File: src/rtl/hsv_pkg.sv
package hsv_pkg;

   localparam int FRAC_W = 16;
   localparam int FIX_W  = FRAC_W + 1;
   localparam int HUE6_W = FRAC_W + 3;

   localparam logic [FIX_W-1:0] FX_ONE = FIX_W'(1) << FRAC_W;

   // Colour sector of the hue circle, from red towards magenta.
   typedef enum logic [2:0] {
      SEC_RY = 3'd0,
      SEC_YG = 3'd1,
      SEC_GC = 3'd2,
      SEC_CB = 3'd3,
      SEC_BM = 3'd4,
      SEC_MR = 3'd5
   } sector_type;

   typedef struct packed {
      sector_type        sector;
      logic [FRAC_W-1:0] frac;
      logic [FIX_W-1:0]  sat;
      logic [FIX_W-1:0]  val;
      logic [FIX_W-1:0]  alpha;
   } stage1_type;

   typedef struct packed {
      sector_type       sector;
      logic [FIX_W-1:0] sf;
      logic [FIX_W-1:0] sfc;
      logic [FIX_W-1:0] p;
      logic [FIX_W-1:0] val;
      logic [FIX_W-1:0] alpha;
   } stage2_type;

   typedef struct packed {
      logic [FIX_W-1:0] red;
      logic [FIX_W-1:0] green;
      logic [FIX_W-1:0] blue;
      logic [FIX_W-1:0] alpha;
   } pixel_type;

   // Values above one are pinned to one.
   function automatic logic [FIX_W-1:0] clamp_one(input logic [FIX_W-1:0] x);
      return (x > FX_ONE) ? FX_ONE : x;
   endfunction

   // Fractional product, truncated. Both operands are at most one, so the
   // product fits in 2*FRAC_W+1 bits and the result is at most one.
   function automatic logic [FIX_W-1:0] mul_frac(input logic [FIX_W-1:0] a,
                                                  input logic [FIX_W-1:0] b);
      logic [2*FIX_W-1:0] prod;
      prod = (2*FIX_W)'(a) * (2*FIX_W)'(b);
      return prod[2*FRAC_W:FRAC_W];
   endfunction

endpackage

File: src/rtl/hsv_sector.sv
module hsv_sector (
   input  logic                       clock,
   input  logic                       reset,
   input  logic                       enable,
   input  logic                       in_valid,
   input  logic [hsv_pkg::FRAC_W-1:0] hue,
   input  logic [hsv_pkg::FIX_W-1:0]  saturation,
   input  logic [hsv_pkg::FIX_W-1:0]  brightness,
   input  logic [hsv_pkg::FIX_W-1:0]  alpha_in,
   output logic                       valid_ff,
   output hsv_pkg::stage1_type        stage_ff
);

   logic [hsv_pkg::HUE6_W-1:0] hue6;
   hsv_pkg::stage1_type        stage_in;

   // Hue times six as a sum of two shifts.
   assign hue6 = hsv_pkg::HUE6_W'({hue, 2'b00}) + hsv_pkg::HUE6_W'({hue, 1'b0});

   always_comb begin
      stage_in.sector = hsv_pkg::sector_type'(hue6[hsv_pkg::HUE6_W-1:hsv_pkg::FRAC_W]);
      stage_in.frac   = hue6[hsv_pkg::FRAC_W-1:0];
      stage_in.sat    = hsv_pkg::clamp_one(saturation);
      stage_in.val    = hsv_pkg::clamp_one(brightness);
      stage_in.alpha  = alpha_in;
   end

   always_ff @(posedge clock) begin
      if (reset) begin
         valid_ff <= 1'b0;
      end else if (enable) begin
         valid_ff <= in_valid;
      end
   end

   always_ff @(posedge clock) begin
      if (enable) begin
         stage_ff <= stage_in;
      end
   end

endmodule

File: src/rtl/hsv_levels.sv
module hsv_levels (
   input  logic                clock,
   input  logic                reset,
   input  logic                enable,
   input  logic                in_valid,
   input  hsv_pkg::stage1_type stage_in,
   output logic                valid_ff,
   output hsv_pkg::stage2_type stage_ff
);

   logic [hsv_pkg::FIX_W-1:0] frac_ext;
   hsv_pkg::stage2_type       next_in;

   assign frac_ext = {1'b0, stage_in.frac};

   always_comb begin
      next_in.sector = stage_in.sector;
      next_in.sf     = hsv_pkg::mul_frac(stage_in.sat, frac_ext);
      next_in.sfc    = hsv_pkg::mul_frac(stage_in.sat, hsv_pkg::FX_ONE - frac_ext);
      next_in.p      = hsv_pkg::mul_frac(stage_in.val, hsv_pkg::FX_ONE - stage_in.sat);
      next_in.val    = stage_in.val;
      next_in.alpha  = stage_in.alpha;
   end

   always_ff @(posedge clock) begin
      if (reset) begin
         valid_ff <= 1'b0;
      end else if (enable) begin
         valid_ff <= in_valid;
      end
   end

   always_ff @(posedge clock) begin
      if (enable) begin
         stage_ff <= next_in;
      end
   end

endmodule

File: src/rtl/hsv_mix.sv
module hsv_mix (
   input  logic                clock,
   input  logic                reset,
   input  logic                enable,
   input  logic                in_valid,
   input  hsv_pkg::stage2_type stage_in,
   output logic                valid_ff,
   output hsv_pkg::pixel_type  pixel_ff
);

   logic [hsv_pkg::FIX_W-1:0] q;
   logic [hsv_pkg::FIX_W-1:0] t;
   hsv_pkg::pixel_type        pixel_in;

   assign q = hsv_pkg::mul_frac(stage_in.val, hsv_pkg::FX_ONE - stage_in.sf);
   assign t = hsv_pkg::mul_frac(stage_in.val, hsv_pkg::FX_ONE - stage_in.sfc);

   // Zero saturation needs no special path: P, Q and T all come out as V.
   always_comb begin
      pixel_in.alpha = stage_in.alpha;
      unique case (stage_in.sector)
         hsv_pkg::SEC_RY: begin
            pixel_in.red   = stage_in.val;
            pixel_in.green = t;
            pixel_in.blue  = stage_in.p;
         end
         hsv_pkg::SEC_YG: begin
            pixel_in.red   = q;
            pixel_in.green = stage_in.val;
            pixel_in.blue  = stage_in.p;
         end
         hsv_pkg::SEC_GC: begin
            pixel_in.red   = stage_in.p;
            pixel_in.green = stage_in.val;
            pixel_in.blue  = t;
         end
         hsv_pkg::SEC_CB: begin
            pixel_in.red   = stage_in.p;
            pixel_in.green = q;
            pixel_in.blue  = stage_in.val;
         end
         hsv_pkg::SEC_BM: begin
            pixel_in.red   = t;
            pixel_in.green = stage_in.p;
            pixel_in.blue  = stage_in.val;
         end
         default: begin
            pixel_in.red   = stage_in.val;
            pixel_in.green = stage_in.p;
            pixel_in.blue  = q;
         end
      endcase
   end

   always_ff @(posedge clock) begin
      if (reset) begin
         valid_ff <= 1'b0;
      end else if (enable) begin
         valid_ff <= in_valid;
      end
   end

   always_ff @(posedge clock) begin
      if (enable) begin
         pixel_ff <= pixel_in;
      end
   end

endmodule

File: src/rtl/hsv_to_rgb_converter.sv
// HSV to RGB pixel converter. A transaction is accepted on every clock in
// which req_valid is high and req_stall is low, and one pixel per clock is
// sustained while rsp_stall is low. Each transaction passes three register
// stages in order: the sector and clamping stage, the stage holding the
// first layer of multipliers (S*f, S*(1-f) and V*(1-S)), and the stage
// holding the second layer (V*(1-S*f), V*(1-S*(1-f))) together with the
// sector mapping, which is also the output register. A stall on rsp_stall
// holds the whole pipeline only once it is full; empty stages keep filling.
// Saturation and brightness above one are treated as one, alpha passes
// through unchanged and all products truncate.
module hsv_to_rgb_converter (
   input  logic                       clock,
   input  logic                       reset,
   input  logic                       req_valid,
   output logic                       req_stall,
   input  logic [hsv_pkg::FRAC_W-1:0] req_hue,
   input  logic [hsv_pkg::FIX_W-1:0]  req_saturation,
   input  logic [hsv_pkg::FIX_W-1:0]  req_brightness,
   input  logic [hsv_pkg::FIX_W-1:0]  req_alpha_in,
   output logic                       rsp_valid,
   input  logic                       rsp_stall,
   output logic [hsv_pkg::FIX_W-1:0]  rsp_red,
   output logic [hsv_pkg::FIX_W-1:0]  rsp_green,
   output logic [hsv_pkg::FIX_W-1:0]  rsp_blue,
   output logic [hsv_pkg::FIX_W-1:0]  rsp_alpha_out
);

   logic                valid1;
   logic                valid2;
   logic                enable1;
   logic                enable2;
   logic                enable3;
   hsv_pkg::stage1_type stage1;
   hsv_pkg::stage2_type stage2;
   hsv_pkg::pixel_type  pixel;

   // A stage advances when the one after it is empty or advancing itself.
   assign enable3   = !rsp_valid || !rsp_stall;
   assign enable2   = !valid2 || enable3;
   assign enable1   = !valid1 || enable2;
   assign req_stall = !enable1;

   hsv_sector u_sector (
      .clock      (clock),
      .reset      (reset),
      .enable     (enable1),
      .in_valid   (req_valid),
      .hue        (req_hue),
      .saturation (req_saturation),
      .brightness (req_brightness),
      .alpha_in   (req_alpha_in),
      .valid_ff   (valid1),
      .stage_ff   (stage1)
   );

   hsv_levels u_levels (
      .clock    (clock),
      .reset    (reset),
      .enable   (enable2),
      .in_valid (valid1),
      .stage_in (stage1),
      .valid_ff (valid2),
      .stage_ff (stage2)
   );

   hsv_mix u_mix (
      .clock    (clock),
      .reset    (reset),
      .enable   (enable3),
      .in_valid (valid2),
      .stage_in (stage2),
      .valid_ff (rsp_valid),
      .pixel_ff (pixel)
   );

   assign rsp_red       = pixel.red;
   assign rsp_green     = pixel.green;
   assign rsp_blue      = pixel.blue;
   assign rsp_alpha_out = pixel.alpha;

   // The input is only held off when every stage holds a transaction.
   a_stall_only_when_full: assert property (
      @(posedge clock) disable iff (reset)
      req_stall |-> (valid1 && valid2 && rsp_valid && rsp_stall)
   ) else $error("input stalled while the pipeline has room");

   // A transaction held in the middle stage is not dropped by a stall.
   a_stage2_kept: assert property (
      @(posedge clock) disable iff (reset)
      (valid2 && !enable3) |=> (valid2 && $stable(stage2))
   ) else $error("middle stage lost or changed a held transaction");

   // Colour levels never exceed one.
   a_colour_range: assert property (
      @(posedge clock) disable iff (reset)
      rsp_valid |-> (rsp_red <= hsv_pkg::FX_ONE && rsp_green <= hsv_pkg::FX_ONE
                     && rsp_blue <= hsv_pkg::FX_ONE)
   ) else $error("colour level above one");

   // Clamped operands in the first stage stay within one.
   a_operand_range: assert property (
      @(posedge clock) disable iff (reset)
      valid1 |-> (stage1.sat <= hsv_pkg::FX_ONE && stage1.val <= hsv_pkg::FX_ONE)
   ) else $error("saturation or brightness not clamped");

endmodule
File: config.mk
export PLATFORM = sky130hd
export DESIGN_NAME = hsv_to_rgb_converter
export DESIGN_NICKNAME = d
export VERILOG_FILES = /design/src/rtl/hsv_pkg.sv /design/src/rtl/hsv_sector.sv /design/src/rtl/hsv_levels.sv /design/src/rtl/hsv_mix.sv /design/src/rtl/hsv_to_rgb_converter.sv
export SDC_FILE = /design/constraint.sdc
export NUM_CORES = 2
export LEC_CHECK = 0
export BUFFER_PORTS_ARGS = -buffer_cell sky130_fd_sc_hd__buf_4
export CELL_PAD_IN_SITES_DETAIL_PLACEMENT = 1
export CELL_PAD_IN_SITES_GLOBAL_PLACEMENT = 1
export CORE_ASPECT_RATIO = 1.5
export CORE_UTILIZATION = 52
export CTS_CLUSTER_SIZE = 16
export DETAILED_ROUTE_END_ITERATION = 6
export PLACE_DENSITY = 0.85
export SLEW_MARGIN = 30
export SYNTH_ARGS = -nofsm -noshare
export SYNTH_HDL_FRONTEND = slang
export SYNTH_SLANG_ARGS = --single-unit
File: constraint.sdc
create_clock -name clock -period 10.3 [get_ports clock]
set_input_delay 3.09 -clock clock [delete_from_list [all_inputs] [get_ports clock]]
set_output_delay 3.09 -clock clock [all_outputs]
set_load 0.02 [all_outputs]
==> key figures <==
STA
  • Final setup viols: 0
  • Final critical-path share of the clock period: 0.883
  • Clock Skew: between 30 and 40 ps
  • Fmax: 110 MHz
  • Relative slew slack: 0.284
  • Setup slack after layout: 1200 ps
  • Final Critical Period: just over 9000 ps
  • Setup tns final: 0 ps
  • Worst slew pin tran: roughly 1100 ps
  • Final Slew Violations: 0
  • Unrepaired setup endpoints after global routing: false
  • Hold Vio Cnt, Final: 0

Worst setup path
  • Setup crit start: u_sector.stage_ff[55]
  • Crit path max-delay family: adder cells
  • Critical path class: reg2reg
  • Cell mode on critical path: fa_1
  • Critical Path RT: 10720 ps
  • Largest stage delay, worst path: between 700 and 800 ps
  • Crit-path slowest cell: edfxtp_1
  • Arrival time worst endpoint: 9520 ps
  • Setup crit start kind: flip-flop
  • Reg-to-reg startpoint: u_sector.stage_ff[55]
  • Crit path buffers/inverters: 4
  • Crit end category: flip-flop
  • CP max FO: 20

GRT
  • Initial antenna violation count: 5
  • Vias in the first global route: ~50000
  • Largest net degree at the start of global routing: 73
  • Global-route wire length before repair: approximately 280 mm
  • Gr ovfl total: 0
  • Gr usage total: 0.358

Routing
  • Vias/cell: approximately 5.9
  • Met3 WL: 11.7 mm
  • DRC violations left: 0
  • Drt initial violations: 2799
  • Post-Route WL: between 150 and 200 mm
  • DRT Pass-1 Iters: 5
  • Top Metal Used: met5
  • Vias: about 42000
  • Met1 Routed Length: about 58 mm
  • WL per Instance: approximately 26 um
  • Antenna-violating nets left: 0
  • Met2 WL: between 90 and 100 mm

Logic synthesis
  • Leading area contributor after synthesis: fa_1
  • Synthesized instance count: roughly 5800
  • Main synth FF type: edfxtp_1
  • Synth top area share: 0.397
  • Synth Area in XOR/XNOR: 0.0263
  • Post-Synth Adder-Cell Area: 0.525
  • Largest family of logic cells by synthesized area: adder cells
  • Mux contribution to synthesized area: 0.00580
  • Synth warn: 0
  • Synth Area in Compound Gates: 0.0448
  • Post-synth EDFFs: roughly 230
  • #FFs+latches synth: ~230
  • Top cells by area, synth: fa_1, ha_1, edfxtp_1
  • Avg Inst Size Synth: between 9 and 10 um^2
  • Post-Syn Area: 53500 um^2
  • Post-Synth Simple-Gate Area: 0.160
  • Post-synth cell types: 78
  • Post-synth ARST share: 0
  • Syn Nets: 7485
  • Register area share after synthesis: 0.127

Finish
  • Layout cells sized above 1: 0.0585
  • Layout area overhead: 6.67%
  • Nets: 7485

Clock network
  • Htree depth: 1
  • Clock Path Buffers: 3
  • Total CTS buffers: 26
  • CTS sink cnt: approximately 230
  • CTS tree: done
  • Hold Buf Count CTS: 0
  • Setup Buffers After CTS: 0
  • CTS root buf: clkbuf_16
  • Clk_lat worst skew: about 650 ps
  • PostCTS Resize Cnt: 0
  • Clock-pin slew on the worst setup and hold paths: around 80 ps

Placement
  • Pre-CTS setup slack: 1420 ps
  • HPWL after DPL: between 100 and 150 mm
  • # port buffers: 140
  • Final Wtd Congestion: approximately 0.93

Die
  • Initial Util: 0.527
  • Row cnt: 143
  • Full die area: ~100000 um^2
  • Die W: 264 um
  • Die Ht: about 400 um
  • Core Area: between 100000 and 150000 um^2
  • Top-level I/O count: about 140

Worst hold path
  • Hold_sp: u_levels.stage_ff[8]
  • Hold Path Class: reg2reg

Run status
  • Status: finished, final reports clean

Run
  • Max Cap Viol: 0
## metrics by stage
step	hold WS [ps]	area [um^2]	instances	utilization
6_report	416	57100	7135	0.562
5_1_grt	422	57100	7132	0.562
4_1_cts	419	57100	7128	0.561
3_5_place_dp	406	56100	7080	0.552
3_3_place_gp	401	56100	7079	0.552
2_1_floorplan	400	53500	5807	-
## cell families (layout without fill, tap and decap cells)
logic type,after synthesis,in the layout
simple gates,1823,1823
fa+ha+maj,1607,1607
buf+inv,1591,1611
compound gates,369,369
flops,228,228
xor+xnor,159,159
mux,30,30
other cells,0,3
## Yosys cell counts (8+ instances only)
cell type / number
a211oi_1: 17
a21o_1: 35
a21oi_1: 86
a221oi_1: 10
and2_1: 468
and3_1: 28
buf_1: 13
clkbuf_1: 272
edfxtp_1: 225
fa_1: 1063
ha_1: 544
inv_1: 1304
mux2_2: 8
mux2i_1: 22
nand2_1: 1019
nand2b_1: 9
nand3_1: 29
nand4_1: 10
nor2_1: 117
nor2b_1: 46
nor3_1: 35
nor4_1: 18
o211ai_1: 11
o21a_1: 21
o21ai_0: 99
or3_1: 16
xnor2_1: 113
xor2_1: 44
## final timing paths
path         cells after the start               endpoint  slack [ps]
min                              0      u_mix.pixel_ff[8]         420
min reg2reg                      0      u_mix.pixel_ff[8]         420
max reg2reg                     27  u_levels.stage_ff[66]        1200
max                             27  u_levels.stage_ff[66]        1200
## area by class of cell
type / count / area, um^2
diodes: 3 / 7.51
fillers: 11592 / 44500
flip-flops and latches: 228 / 6820
multi-input cells: 3988 / 40800
repair buffers: 258 / 1960
clock inverters: 22 / 309
well taps: 1305 / 1630
inverters: 1305 / 4900
clock buffers: 26 / 651
## metal layers
layer / up-vias / track usage
met5: - / 0
met3: 1035 / 0.0639
met1: 21816 / 0.353
li1: 17441 / -
met4: 2 / 0.293
met2: 2056 / 0.650
## sequential cells by signal (all words and copies together), names as in the netlist
name               count
u_levels.valid_ff      1
u_sector.stage_ff     69
u_levels.stage_ff     88
u_mix.valid_ff         1
u_mix.pixel_ff        68
u_sector.valid_ff      1
## cell usage in the layout (no fill, tap or decap), drive strengths merged, types with 45 or more instances in the layout
cell / count
ha: 544
inv: 1310
a21oi: 86
nor2: 117
xnor2: 114
nor2b: 46
buf: 258
o21ai: 100
fa: 1063
edfxtp: 225
nand2: 1020
xor2: 45
and2: 468
Power is not shown: default switching activity piles up to over one toggle a cycle in this logic, so the estimate is an artifact.
